$ cat src/rtl/core/mf3_pkg.sv
// Shared types, constants and helper functions of the 3x3 median filter.
// Used by every module of the filter; depends on nothing else.

package mf3_pkg;

   localparam int unsigned PixW     = 8;
   localparam int unsigned CfgW     = 12;
   localparam int unsigned CsrDataW = 32;
   localparam int unsigned CsrAddrW = 3;
   localparam int unsigned SizeMax  = (1 << CfgW) - 1;
   localparam int unsigned ColsDefault = 640;
   localparam int unsigned RowsDefault = 480;

   // Bit positions of the four results one input can cause, in delivery order.
   localparam int unsigned ResCenter  = 0;
   localparam int unsigned ResRight   = 1;
   localparam int unsigned ResBottom  = 2;
   localparam int unsigned ResCorner  = 3;
   localparam int unsigned NumRes     = 4;

   typedef logic [PixW-1:0] pixel_type;
   typedef logic [CfgW-1:0] size_type;

   // One window column: index 0 is the oldest row, index 2 the current row.
   typedef logic [2:0][PixW-1:0] column_type;
   // Whole window, element row*3 + col.
   typedef logic [8:0][PixW-1:0] window_type;

   typedef struct packed {
      pixel_type older;
      pixel_type newer;
   } line_pair_type;

   typedef enum logic {
      RegImageCols = 1'b0,
      RegImageRows = 1'b1
   } reg_index_type;

   // Where the pixel of a transaction lies in the frame.
   typedef struct packed {
      logic row_ge1;
      logic row_ge2;
      logic col_ge1;
      logic col_ge2;
      logic col_last;
      logic row_last;
   } pos_type;

   function automatic size_type clamp_size(size_type raw, size_type max_val);
      size_type res;
      if (raw == '0) begin
         res = size_type'(1);
      end else if (raw > max_val) begin
         res = max_val;
      end else begin
         res = raw;
      end
      return res;
   endfunction

endpackage

$ cat src/rtl/core/mf3_col_cell.sv
// One column cell of the 3x3 window: holds three pixels and passes them to
// its older neighbor whenever the window shifts. Uses mf3_pkg.

module mf3_col_cell (
   input  logic                clock,
   input  logic                reset,
   input  logic                shift,
   input  mf3_pkg::column_type col_in,
   output mf3_pkg::column_type col_out
);

   mf3_pkg::column_type col_ff;
   mf3_pkg::column_type col_in_sel;

   assign col_in_sel = shift ? col_in : col_ff;

   always_ff @(posedge clock) begin
      if (reset) begin
         col_ff <= '0;
      end else begin
         col_ff <= col_in_sel;
      end
   end

   assign col_out = col_ff;

endmodule

$ cat config.mk
export PLATFORM = sky130hd
export DESIGN_NAME = mf3_col_cell
export DESIGN_NICKNAME = d
export VERILOG_FILES = /design/src/rtl/core/mf3_pkg.sv /design/src/rtl/core/mf3_col_cell.sv
export SDC_FILE = /design/constraint.sdc
export NUM_CORES = 1
export LEC_CHECK = 0
export BUFFER_PORTS_ARGS = -buffer_cell sky130_fd_sc_hd__buf_2
export CORE_UTILIZATION = 44
export CTS_CLUSTER_SIZE = 14
export DETAILED_ROUTE_END_ITERATION = 16
export GPL_ROUTABILITY_DRIVEN = 0
export HOLD_SLACK_MARGIN = 0.05
export PLACE_DENSITY = 0.81
export REMOVE_ABC_BUFFERS = 1
export SLEW_MARGIN = 10
export SYNTH_ARGS = -nofsm -noshare
export SYNTH_HDL_FRONTEND = slang
export SYNTH_SLANG_ARGS = --single-unit
$ cat constraint.sdc
create_clock -name clock -period 1.3 [get_ports clock]
set_input_delay 0.26 -clock clock [delete_from_list [all_inputs] [get_ports clock]]
set_output_delay 0.26 -clock clock [all_outputs]
set_load 0.02 [all_outputs]
==> results by group <==
Synth
  • Avg Inst Size Synth: 11.3 um2
  • Yosys top cell by area: dfxtp_1
  • Sequential area share after synthesis: 0.553
  • Post-synth top flop: dfxtp_1
  • Ys async rst share: 0
  • #FFs+latches synth: 24
  • Yosys top cell area share: 0.553
  • Gate Count Post-Synth: 77
  • Post-Syn Area: 870 um2
  • Commonest cells post-synth: dfxtp_1, mux2i_1, nor2_1
  • EDFF count, synth: 0
  • YS warnings: 0
  • Synth area leaders: dfxtp_1, mux2i_1, nor2_1
  • Unique masters post-synth: 6

CTS
  • Post-CTS Setup Repair Bufs: 0
  • Clock Pin Slew Worst Setup and Hold Paths: 120 ps
  • Clock latency on the worst-skew pair: 300 ps
  • CTS H-Tree Depth: 1
  • Clock sinks: 24
  • TritonCTS buffer count: 3
  • CTS max path bufs: 2
  • CTS Root Cell: clkbuf_4
  • Cts repair resizes: 0
  • CTS tree: yes
  • Hold buffer count at cts: 0

Floorplan
  • Standard-cell rows: 15
  • Die area: 2160 um2
  • # IOs: 51
  • Core Region: 1780 um2
  • Starting Density: 0.488
  • Die Span Y: 46.5 um
  • Die width: 46.5 um

Critical path
  • Register-to-Register Path Depth: 2
  • Worst path required time: 1040 ps
  • Crit path max-delay family: flip-flops
  • Reg2reg setup slack: 670 ps
  • Worst Setup End Kind: primary output
  • Crit path largest cell delay: 350 ps
  • Arr. time, crit path: 820 ps
  • Critical-path cell list: buf_2
  • Crit path buf inv count: 1
  • Worst setup path start: col_out[2]
  • CP Capture Point: col_out[2]
  • Crit path max-delay cell type: dfxtp_1
  • Setup crit start kind: register
  • Kind of critical path: reg -> out
  • WP depth: 1
  • Worst r2r dst: col_out[22]
  • Largest fanout on the critical path: 2
  • Reg2reg start: col_out[22]

Timing
  • Pins Over Slew Limit: 0
  • Worst Clk Skew: 0 ps
  • Least-Margin Pin Slew: 399 ps
  • Tcrit/Tclk final: 0.833
  • Max Freq: 0.923 GHz
  • RSZ-0062 raised after global routing: no
  • Rel. slew slack: 0.734
  • Final setup violation count: 0
  • Final hold violations: 0
  • Setup_tns: 0 ps
  • PnR worst setup slack: 217 ps
  • Min Clock Period, post-route: 1080 ps

Pwr
  • Switching Fraction: 0.249
  • Power per cell area: 1220 nW/um2
  • Internal Pwr Total: 1.05 mW
  • Tot Pwr: 1.40 mW
  • Combinational Power Share: 0.167
  • Clk network pwr share: 0.265
  • Switching power: 0.350 mW
  • Flop pwr share: 0.568
  • Leakage: 0.637 nW
  • Max IR drop VDD: 651 uV

Min path
  • Hold Crit Class: in -> reg

Detailed routing
  • Drt total wl: 1570 um
  • DR pass1 iterations: 2
  • Vias: 677
  • # DRC: 0
  • Iter 0 DRT Violations: 2
  • Via density per instance: 4.45
  • Post-route ant nets: 0
  • WL per Instance: 10.4 um

Final layout
  • Number of flip-flops in the largest register: 24
  • Area Growth Syn to Fin: 32.1%
  • Layout Cells excl Fill: 152
  • Ratio of cells with drive above 1 in the final layout: 0.433
  • N_diodes: 0
  • Layout Nets: 155

Status
  • Status: finished, final reports clean

Place
  • # port buffers: 50
  • DPL Wire Length: 1190 um
  • Worst slack at placement: 320 ps
  • Inst Count DP: 148

Run
  • Maxcap violations: 0

Global routing
  • Total grt overflow: 0
  • Pin count of the biggest net entering global routing: 25
  • Number of global-route vias before repair: 583
  • Initial antenna violation count: 0
  • Global-route wire length before repair: 2360 um
  • GRT Total Usage: 0.158
==> cells in the final DEF, fill, tap and decap left out, drive strengths merged <==
cell type and n:
clkbuf 4, mux2i 24, dfxtp 24, nor2 24, buf 51
==> how the worst min path moves through the flow <==
stage	from	endpoint	slack, ps	depth (start not counted)
2_1_floorplan	reset	col_out[0]	330	1
3_5_place_dp	col_out[13]	col_out[13]	480	2
4_1_cts	col_in[20]	col_out[20]	170	3
3_3_place_gp	col_out[17]	col_out[17]	470	2
6_report	col_in[20]	col_out[20]	180	3
5_1_grt	col_in[23]	col_out[23]	170	3
==> layout make-up <==
cell class / instances / area [um2]
fill: 159 / 634
clock buffer: 4 / 36.3
tap: 25 / 31.3
timing repair buffer: 51 / 270
multi-input combinational: 48 / 330
sequential: 24 / 480
==> stage by stage <==
step	area [um2]	utilization	hold slack (ps)
after CTS	1150	0.644	172
after global placement	1110	0.624	469
after detailed placement	1110	0.624	478
final	1150	0.644	179
after floorplan	811	-	332
after global routing	1150	0.644	168
==> power groups by stage <==
| stage | combinational, mW | clock, mW | sequential, mW |
|---|---|---|---|
| final | 0.235 | 0.372 | 0.798 |
| after global placement | 0.234 | 0 | 0.814 |
| after global routing | 0.257 | 0.424 | 0.804 |
| after CTS | 0.238 | 0.396 | 0.799 |
| after detailed placement | 0.238 | 0 | 0.815 |
| after floorplan | 0.0621 | 0 | 0.870 |
==> metal layers <==
layer	GRT usage	routed length, um
met1	0.178	642
met2	0.256	756
met3	0.0431	141
met4	0.106	34
met5	0	0
==> logic make-up (layout without fill, tap and decap cells) <==
group,count (synthesis),count (layout),synth area share
AND/OR/NAND/NOR,24,24,0.104
multiplexers,24,24,0.276
flip-flops,24,24,0.553
buffers and inverters,5,55,0.0676
Power figures use the tool's default switching activity.
