--- src/rtl/core/mf3_pkg.sv ---
// Shared types, constants and helper functions of the 3x3 median filter.
// Used by every module of the filter; depends on nothing else.

package mf3_pkg;

   localparam int unsigned PixW     = 8;
   localparam int unsigned CfgW     = 12;
   localparam int unsigned CsrDataW = 32;
   localparam int unsigned CsrAddrW = 3;
   localparam int unsigned SizeMax  = (1 << CfgW) - 1;
   localparam int unsigned ColsDefault = 640;
   localparam int unsigned RowsDefault = 480;

   // Bit positions of the four results one input can cause, in delivery order.
   localparam int unsigned ResCenter  = 0;
   localparam int unsigned ResRight   = 1;
   localparam int unsigned ResBottom  = 2;
   localparam int unsigned ResCorner  = 3;
   localparam int unsigned NumRes     = 4;

   typedef logic [PixW-1:0] pixel_type;
   typedef logic [CfgW-1:0] size_type;

   // One window column: index 0 is the oldest row, index 2 the current row.
   typedef logic [2:0][PixW-1:0] column_type;
   // Whole window, element row*3 + col.
   typedef logic [8:0][PixW-1:0] window_type;

   typedef struct packed {
      pixel_type older;
      pixel_type newer;
   } line_pair_type;

   typedef enum logic {
      RegImageCols = 1'b0,
      RegImageRows = 1'b1
   } reg_index_type;

   // Where the pixel of a transaction lies in the frame.
   typedef struct packed {
      logic row_ge1;
      logic row_ge2;
      logic col_ge1;
      logic col_ge2;
      logic col_last;
      logic row_last;
   } pos_type;

   function automatic size_type clamp_size(size_type raw, size_type max_val);
      size_type res;
      if (raw == '0) begin
         res = size_type'(1);
      end else if (raw > max_val) begin
         res = max_val;
      end else begin
         res = raw;
      end
      return res;
   endfunction

endpackage

--- src/rtl/core/mf3_median_sel.sv ---
// Rank selector: picks the median (element n/2 in ascending order) of the
// window pixels enabled by a mask. Uses mf3_pkg.

module mf3_median_sel (
   input  mf3_pkg::window_type values,
   input  logic [8:0]          mask,
   output mf3_pkg::pixel_type  median
);

   logic [3:0]         count;
   logic [3:0]         target;
   logic [8:0][3:0]    rank;
   logic [8:0]         pick;
   mf3_pkg::pixel_type acc;

   // Each enabled element counts the enabled elements that sort before it;
   // equal values are ordered by position, so every rank is unique.
   always_comb begin
      count = '0;
      for (int i = 0; i < 9; i++) begin
         count = count + 4'(mask[i]);
      end
      target = count >> 1;
      for (int i = 0; i < 9; i++) begin
         rank[i] = '0;
         for (int j = 0; j < 9; j++) begin
            if (mask[j] && ((values[j] < values[i]) ||
                            ((values[j] == values[i]) && (j < i)))) begin
               rank[i] = rank[i] + 4'd1;
            end
         end
         pick[i] = mask[i] && (rank[i] == target);
      end
      acc = '0;
      for (int i = 0; i < 9; i++) begin
         acc = acc | (values[i] & {mf3_pkg::PixW{pick[i]}});
      end
   end

   assign median = acc;

endmodule

--- config.mk ---
export PLATFORM = sky130hd
export DESIGN_NAME = mf3_median_sel
export DESIGN_NICKNAME = d
export VERILOG_FILES = /design/src/rtl/core/mf3_pkg.sv /design/src/rtl/core/mf3_median_sel.sv
export SDC_FILE = /design/constraint.sdc
export NUM_CORES = 1
export LEC_CHECK = 0
export BUFFER_PORTS_ARGS = -buffer_cell sky130_fd_sc_hd__buf_2
export CORE_ASPECT_RATIO = 0.8
export CORE_MARGIN = 4
export CORE_UTILIZATION = 30
export DETAILED_ROUTE_END_ITERATION = 10
export PLACE_DENSITY_LB_ADDON = 0.3
export SETUP_SLACK_MARGIN = 0.15
export SLEW_MARGIN = 20
export SYNTH_ARGS = -nofsm -noshare
export SYNTH_HDL_FRONTEND = slang
export SYNTH_SLANG_ARGS = --single-unit
--- constraint.sdc ---
create_clock -name vclk -period 7.5
set_input_delay 1.125 -clock vclk [all_inputs]
set_output_delay 1.125 -clock vclk [all_outputs]
set_load 0.02 [all_outputs]
==> results.sh, run 1 <==
export IMPL_syn_to_final_growth_pct=50.2
export IMPL_io_pin_count=89
export IMPL_rows=68
export IMPL_placed_cell_area_sq_um=18000
export IMPL_fp_coreArea_sq_um=43100
export IMPL_slew_viol_final=0
export IMPL_die_w_um=241
export IMPL_syn_num_nets=2110
export IMPL_fin_crit_sh_pct=111
export IMPL_cp_max_fo=5
export IMPL_drtIter0Drc=1296
export IMPL_worst_pin_slew_ps=1110
export IMPL_portBuffers=89
export IMPL_yosysSeqAreaShare_pct=0
export IMPL_synthCells=1671
export IMPL_layout_nets=2704
export IMPL_grt_pass1_wl_um=93400
export IMPL_finalCriticalPeriod_ps=8310
export IMPL_grt_max_degree=11
export IMPL_power_per_cell_area_nw_per_um2=194
export IMPL_cpMaxStageDelayCell="a2111o_1"
export IMPL_antenna_found_initial=5
export IMPL_gp_congestion=1.06
export IMPL_synth_compound_area_share_pct=22.9
export IMPL_cp_end_kind="output pin"
export IMPL_synth_top_family_by_area="adder cells"
export IMPL_worst_ep_arrival_time_ps=7180
export IMPL_drv_cap=0
export IMPL_worst_setup_path_type="input pin to output pin"
export IMPL_hold_violations=0
export IMPL_die_y_um=195
export IMPL_grt_overflow=0
export IMPL_max_stage_delay_ps=430
export IMPL_initial_utilization_pct=30.3
export IMPL_diodes=0
export IMPL_worstHoldPathType="input pin to output pin"
export IMPL_syn_area_sq_um=13100
export IMPL_synth_xor_area_share_pct=12.5
export IMPL_final_area_sq_um=19600
export IMPL_drtAntennaViolNets=0
export IMPL_setup_viol=8
export IMPL_rsz0062_at_grt="yes"
export IMPL_synthTopCellsByArea="ha_1 (34%), xnor2_1 (6.8%), inv_1 (4.3%)"
export IMPL_synthSimpleGateAreaFrac_pct=22.2
export IMPL_vias_per_cell=5.64
export IMPL_hold_worst_slack_ps=2600
export IMPL_violations="setup timing"
export IMPL_syn_area_per_cell_sq_um=7.81
export IMPL_yosysWarningCount=0
export IMPL_grt_pass1_vias=15400
export IMPL_muxShareOfSynthArea_pct=2.45
export IMPL_nClkBuffers=0
export IMPL_timing_max_slew_rel_slack_pct=25.2
export IMPL_finalWirelength_um=64400
export IMPL_seq_cell_count=0
export IMPL_cp_start_kind="input pin"
export IMPL_synth_most_common_cell="ha_1"
export IMPL_drc=0
export IMPL_yosys_area_share_adder_pct=34.6
export IMPL_synth_top_cells_by_count="ha_1 (354), inv_1 (149), nand2_1 (111)"
export IMPL_grt_use_total_pct=26.1
export IMPL_dieArea_sq_um=46900
export IMPL_first_pass_iters=5
export IMPL_cp_data_required_time_ps=6380
export IMPL_max_freq_ghz=0.120
export IMPL_drive_gt1_share_pct=38.5
export IMPL_final_setup_worst_slack_ps=-808
export IMPL_irDropWorstVdd_mv=0.321
export IMPL_synth_area_leader_cell="ha_1"
export IMPL_min_to="median[4]"
export IMPL_regArea_sq_um=0
export IMPL_min_delay_start="values[60]"
export IMPL_wl_per_cell_um=22.8
export IMPL_dr_total_vias=15900
export IMPL_holdPathStages=3
export IMPL_outcome="finished with violations"
export IMPL_yosysUniqueCellTypes=99
export IMPL_netlist_area_leader_share_pct=33.9
export IMPL_p_leak_nw=9.46
export IMPL_holdBufCountCts=0
export IMPL_post_dp_hpwl_um=54700
[cells in the final DEF (no fill, tap or decap), drive strengths merged, types with 13 or more instances in the layout]
cell | synthesis | final
a211oi | 23 | 23
a21o | 27 | 27
a21oi | 104 | 104
a31oi | 13 | 13
and2 | 23 | 23
and3 | 18 | 18
buf | 7 | 604
ha | 354 | 354
inv | 153 | 149
mux2i | 23 | 23
nand2 | 111 | 111
nand2b | 14 | 14
nand3 | 61 | 61
nand4 | 73 | 73
nor2 | 88 | 88
nor2b | 39 | 39
nor3 | 24 | 24
nor4 | 13 | 13
o2111ai | 14 | 14
o211ai | 39 | 39
o21a | 21 | 21
o21ai | 77 | 77
o31ai | 13 | 13
or2 | 14 | 14
xnor2 | 109 | 109
xnor3 | 13 | 13
xor2 | 33 | 33
[worst max-delay path by stage]
| stage | startpoint | endpoint | slack [ps] |
|---|---|---|---|
| global route | values[1] | median[2] | -1030 |
| floorplan | values[1] | median[1] | -140 |
| finish | values[1] | median[2] | -810 |
| detailed placement | values[1] | median[0] | -1280 |
| global placement | values[1] | median[0] | -1280 |
| CTS | values[1] | median[3] | -840 |
[worst max-delay path, delay by kind of cell]
family,cells,cell delay (ps)
xor+xnor,2,380
simple gates,9,1350
fa+ha+maj,7,1630
buf+inv,8,800
mux,3,550
compound gates,7,1340
[layer usage]
| layer | global-route usage (%) | part of all wire, % |
|---|---|---|
| met5 | 0 | 0.040 |
| met4 | 8.24 | 4.0 |
| met3 | 4.51 | 9.5 |
| met2 | 39.3 | 42 |
| met1 | 37.7 | 45 |
[cells by family (layout without fill, tap and decap cells)]
kind of cell	Yosys count	count (layout)
AO/OA/AOI/OAI	420	420
AND/OR/NAND/NOR	534	534
adder cells (fa/ha/maj)	358	358
multiplexers	31	31
XOR/XNOR	156	156
buffers and inverters	172	764
[power breakdown]
| group | internal [mW] | switching [mW] | leakage, nW |
|---|---|---|---|
| Clock | 0 | 0 | 0 |
| Sequential | 0 | 0 | 0 |
| Combinational | 1.90 | 1.91 | 9.46 |
| Total | 1.90 | 1.91 | 9.46 |
[metrics by stage]
| stage | worst slack [ps] | utilization [%] | instances | TNS (ps) | total power [mW] |
|---|---|---|---|---|---|
| finish | -808 | 45.5 | 2823 | -6140 | 3.81 |
| global route | -1030 | 45.5 | 2823 | -8090 | 4.07 |
| CTS | -838 | 43.3 | 2802 | -6500 | 3.49 |
| detailed placement | -1280 | 41.9 | 2781 | -9770 | 3.23 |
| global placement | -1280 | 41.9 | 2781 | -9620 | 3.18 |
| floorplan | -139 | - | 1671 | -1040 | 1.84 |
[cell type report]
cell class / count / area [sq um]
inverter: 156 / 619
timing repair buffer: 608 / 4690
fill: 4198 / 23500
tap: 560 / 701
multi-input combinational: 1499 / 13600
[what timing repair did]
action	in CTS	in global routing
endpoints found under the hold margin	0	0
resized for setup	108	161
pin swaps	43	82
buffers inserted	21	21
endpoints found under the setup margin	8	8
(Power assumes the default switching activity.)
==> run 2: changes to the inputs <==
==> constraint.sdc (replaced) <==
create_clock -name vclk -period 10.15
set_input_delay 1.5225 -clock vclk [all_inputs]
set_output_delay 1.5225 -clock vclk [all_outputs]
set_load 0.02 [all_outputs]
==> run 2 against run 1 <==
Effect of this change:
- critical endpoint is now median[6]
- worst setup slack better by 1300 ps
- the run now ends clean
- non-clock buffer count down 439
- total power down 48%
==> results.sh, run 2 (same netlist as run 1, synthesis figures left out) <==
export IMPL_outcome="completed"
export IMPL_timing_max_slew_rel_slack_pct=26.7
export IMPL_final_cell_mix="ha_1 (351), inv_1 (146), nand2_1 (111)"
export IMPL_cp_end_kind="output pin"
export IMPL_nFillCells=4509
export IMPL_post_dp_hpwl_um=48100
export IMPL_grt_use_total_pct=23.8
export IMPL_final_common_cell="ha_1"
export IMPL_vias_per_cell=5.94
export IMPL_die_y_um=195
export IMPL_grt_pass1_wl_um=84200
export IMPL_fin_setup_tns_ps=0
export IMPL_holdBufCountCts=0
export IMPL_cp_data_required_time_ps=8630
export IMPL_crit_end="median[6]"
export IMPL_syn_to_final_growth_pct=14.0
export IMPL_layout_nets=2265
export IMPL_first_pass_iters=5
export IMPL_hold_worst_slack_ps=3400
export IMPL_die_w_um=241
export IMPL_power_switching_mw=1.17
export IMPL_slew_viol_final=0
export IMPL_io_pin_count=89
export IMPL_cpMaxStageDelayCell="or4b_1"
export IMPL_p_sw_share_pct=58.8
export IMPL_post_place_cells=2374
export IMPL_setup_viol=0
export IMPL_gp_congestion=1.05
export IMPL_drc=0
export IMPL_combPwrFrac_pct=100.0
export IMPL_rows=68
export IMPL_wl_per_cell_um=24.6
export IMPL_cp_start_kind="input pin"
export IMPL_finalCriticalPeriod_ps=9700
export IMPL_drtIter0Drc=1394
export IMPL_dr_total_vias=14200
export IMPL_seq_cell_count=0
export IMPL_max_freq_ghz=0.103
export IMPL_initial_utilization_pct=30.3
export IMPL_fin_crit_sh_pct=95.6
export IMPL_worstHoldPathType="input pin to output pin"
export IMPL_clockPowerShare_pct=0
export IMPL_finalWirelength_um=58800
export IMPL_worst_pin_slew_ps=1090
export IMPL_power_per_cell_area_nw_per_um2=134
export IMPL_crit_path_frequent_cell="ha_1"
export IMPL_intPower_mw=0.821
export IMPL_drive_gt1_share_pct=14.6
export IMPL_hold_violations=0
export IMPL_p_leak_nw=7.05
export IMPL_portBuffers=89
export IMPL_grt_overflow=0
export IMPL_final_cells=2386
export IMPL_cp_max_fo=8
export IMPL_worst_ep_arrival_time_ps=8180
export IMPL_drtAntennaViolNets=0
export IMPL_startpoint="values[1]"
export IMPL_seqPwrFrac_pct=0
export IMPL_worst_setup_path_type="input pin to output pin"
export IMPL_grt_max_degree=20
export IMPL_fp_coreArea_sq_um=43100
export IMPL_drv_cap=0
export IMPL_regArea_sq_um=0
export IMPL_nClkBuffers=0
export IMPL_rsz0062_at_grt="no"
export IMPL_irDropWorstVdd_mv=0.113
export IMPL_max_stage_delay_ps=510
export IMPL_grt_pass1_vias=13100
export IMPL_dieArea_sq_um=46900
export IMPL_antenna_found_initial=1
run 2: changes by cell type in the layout (fill, tap and decap cells not counted), moves of 11 or more:
cell,delta
nand3_2,-11
ha_4,-33
ha_1,+34
nand2_2,-15
buf_2,+20
buf_4,-417
o21ai_0,+18
nand3_1,+15
inv_2,-15
buf_12,-16
inv_1,+20
nand2_1,+16
buf_6,-21
run 2: power groups by stage:
| stage | Combinational (mW) | Sequential [mW] | Clock [mW] |
|---|---|---|---|
| after floorplan | 1.32 | 0 | 0 |
| after global placement | 1.87 | 0 | 0 |
| after detailed placement | 1.90 | 0 | 0 |
| after CTS | 1.91 | 0 | 0 |
| after global routing | 2.16 | 0 | 0.0000000132 |
| final | 1.99 | 0 | 0.0000000109 |
run 2: metal layers:
layer	vias to the layer above	GRT usage, %	part of all wire, %	wire length (um)
met1	6733	34.2	45	26300
met3	131	5.35	10	6070
li1	6624	-	-	-
met5	-	0	0.077	45
met4	2	5.61	3.3	1950
met2	685	36.2	41	24400
run 2: critical path: cells and delay by family:
kind                     cells  cell delay, ps
XOR/XNOR                     2             440
adder cells (fa/ha/maj)      7            1770
multiplexers                 3             670
AO/OA/AOI/OAI                7            1190
AND/OR/NAND/NOR              9            1850
buffers and inverters        7             720
run 2: worst min-delay path by stage:
stage / startpoint / end / slack [ps] / cells after the start
after floorplan: values[56] / median[0] / 3260 / 1
after CTS: values[63] / median[7] / 3410 / 3
after detailed placement: values[63] / median[7] / 3400 / 3
after global routing: values[63] / median[7] / 3420 / 3
after global placement: values[63] / median[7] / 3400 / 3
final: values[63] / median[7] / 3400 / 3
run 2: layout make-up:
class / instances / area (sq um) / share of cell area (%)
multi-input cells: 1499 / 12500 / 84.2
repair buffers: 169 / 1050 / 7.05
well taps: 560 / 701 / 4.71
inverters: 156 / 597 / 4.01
diodes: 2 / 5.00 / 0.0336
run 2: timing repair:
item | 4_1_cts | 5_1_grt
gates resized for setup | 0 | 37
endpoints found under the setup margin | 0 | 8
buffers inserted | 0 | 10
endpoints found under the hold margin | 0 | 0
run 2: per-stage QoR:
stage / utilization (%) / setup slack, ps / instance area, sq um / power (mW)
after global routing: 34.6 / 134 / 14900 / 2.16
after CTS: 34.0 / 233 / 14600 / 1.91
after floorplan: - / 1230 / 13100 / 1.32
after global placement: 34.0 / 315 / 14600 / 1.87
final: 34.6 / 449 / 14900 / 1.99
after detailed placement: 34.0 / 248 / 14600 / 1.90
==> run 3: changes to the inputs <==
--- a/config.mk
+++ b/config.mk
@@ -6,7 +6,7 @@
 export NUM_CORES = 1
 export LEC_CHECK = 0
 export BUFFER_PORTS_ARGS = -buffer_cell sky130_fd_sc_hd__buf_2
-export CORE_ASPECT_RATIO = 0.8
+export CORE_ASPECT_RATIO = 1.2
 export CORE_MARGIN = 4
 export CORE_UTILIZATION = 30
 export DETAILED_ROUTE_END_ITERATION = 10
==> run 3 against run 2 <==
Effect of this change:
- critical endpoint is now median[7]
- hold slack lost 5.4 ps
- via count decreased by 2.8%
- cell count down 1.8%
- count of clock-buffer cells in the layout did not move
- design area down 2.1%
- wire length is 6.1% lower
- critical path depth decreased by 5
- largest power group unchanged
- sequential share of layout area did not move
- utilization down 0.60 points
- combinational power is 5% lower
==> results.sh, run 3 (same netlist as run 1, synthesis figures left out) <==
export IMPL_power_per_cell_area_nw_per_um2=131
export IMPL_gp_congestion=0.991
export IMPL_dr_total_vias=13800
export IMPL_nClkBuffers=0
export IMPL_cp_start_kind="input pin"
export IMPL_syn_to_final_growth_pct=11.6
export IMPL_min_delay_start="values[59]"
export IMPL_startpoint="values[42]"
export IMPL_seq_cell_count=0
export IMPL_hold_violations=0
export IMPL_layout_nets=2231
export IMPL_rsz0062_at_grt="yes"
export IMPL_rows=83
export IMPL_diodes=0
export IMPL_max_stage_delay_ps=480
export IMPL_drc=0
export IMPL_regArea_sq_um=0
export IMPL_worst_ep_arrival_time_ps=8170
export IMPL_cp_data_required_time_ps=8630
export IMPL_hold_worst_slack_ps=3400
export IMPL_timing_max_slew_rel_slack_pct=29.7
export IMPL_post_dp_hpwl_um=45600
export IMPL_nFillCells=4548
export IMPL_max_freq_ghz=0.103
export IMPL_p_leak_nw=6.87
export IMPL_placed_cell_area_sq_um=14400
export IMPL_grt_use_total_pct=22.4
export IMPL_final_cells=2342
export IMPL_vias_per_cell=5.88
export IMPL_multi_input_area_sq_um=12500
export IMPL_fin_crit_sh_pct=95.5
export IMPL_final_cell_mix="ha_1 (353), inv_1 (147), nand2_1 (111)"
export IMPL_drtIter0Drc=1130
export IMPL_cpMaxStageDelayCell="nor4_1"
export IMPL_worst_setup_path_type="input pin to output pin"
export IMPL_post_place_cells=2339
export IMPL_slew_viol_final=0
export IMPL_grt_pass1_vias=13400
export IMPL_cp_end_kind="output pin"
export IMPL_critPathTopFamily="adder cells"
export IMPL_setup_viol=0
export IMPL_initial_utilization_pct=30.4
export IMPL_post_place_ws_ps=191
export IMPL_wl_per_cell_um=23.6
export IMPL_final_area_sq_um=14600
export IMPL_dieArea_sq_um=46900
export IMPL_irDropWorstVdd_mv=0.0976
export IMPL_grt_max_degree=20
export IMPL_drv_cap=0
export IMPL_grt_pass1_wl_um=80900
export IMPL_fp_coreArea_sq_um=42900
export IMPL_finalWirelength_um=55200
export IMPL_fin_setup_tns_ps=0
export IMPL_holdBufCountCts=0
export IMPL_holdPathStages=3
export IMPL_portBuffers=89
export IMPL_crit_path_frequent_cell="ha_1"
export IMPL_die_w_um=198
export IMPL_min_to="median[3]"
export IMPL_drive_gt1_share_pct=12.7
export IMPL_final_common_cell="ha_1"
export IMPL_die_y_um=236
export IMPL_grt_overflow=0
export IMPL_worst_pin_slew_ps=1050
export IMPL_outcome="completed"
export IMPL_io_pin_count=89
export IMPL_final_setup_worst_slack_ps=456
export IMPL_drtAntennaViolNets=0
export IMPL_cp_buffers_inverters=4
export IMPL_worstHoldPathType="input pin to output pin"
export IMPL_antenna_found_initial=3
export IMPL_finalCriticalPeriod_ps=9690
export IMPL_cp_max_fo=8
export IMPL_first_pass_iters=6
==> run 3: cell types whose count changed in the layout (fill, tap and decap cells not counted), sizes merged <==
| cell | change |
|---|---|
| clkinvlp | -2 |
| inv | +2 |
| diode | -2 |
| buf | -37 |
| clkbuf | +3 |
==> run 3: tightest hold or removal path, stage by stage <==
cell and delay, ps:
buf_2 90, a2111o_1 110, buf_2 150
==> run 3: what timing repair did <==
item	in CTS	in global routing
gates resized for setup	0	33
setup endpoints to repair	0	8
buffers inserted	0	3
==> run 3: worst max-delay path by stage <==
stage               cells past startpoint        end  slack (ps)
finish                                 30  median[7]         460
global route                           35  median[0]          80
CTS                                    35  median[6]         170
detailed placement                     35  median[0]         190
global placement                       35  median[6]         270
floorplan                              34  median[0]        1230
==> run 3: power breakdown <==
group / leakage, nW / switching (mW) / internal, mW
sequential: 0 / 0 / 0
combinational: 6.87 / 1.11 / 0.789
clock: 0 / 0 / 0
total: 6.87 / 1.11 / 0.789
==> run 3: per-stage QoR <==
step,total power [mW],utilization [%]
final,1.90,34.0
after global routing,2.08,34.0
after CTS,1.86,33.6
after detailed placement,1.85,33.6
after global placement,1.81,33.6
after floorplan,1.32,-
==> run 3: area by class of cell <==
class	count	share of cell area [%]
inverter	156	4.05
timing repair buffer	135	5.50
multi-input combinational	1499	85.7
tap	552	4.74
==> run 3: metal layers <==
metal  GRT usage (%)  vias up  part of all wire (%)
li1                -     6537                     -
met1            28.2     6558                    42
met2            37.7      497                    45
met3            2.12      176                   5.7
met4            11.8        6                   7.4
met5               0        -                 0.076
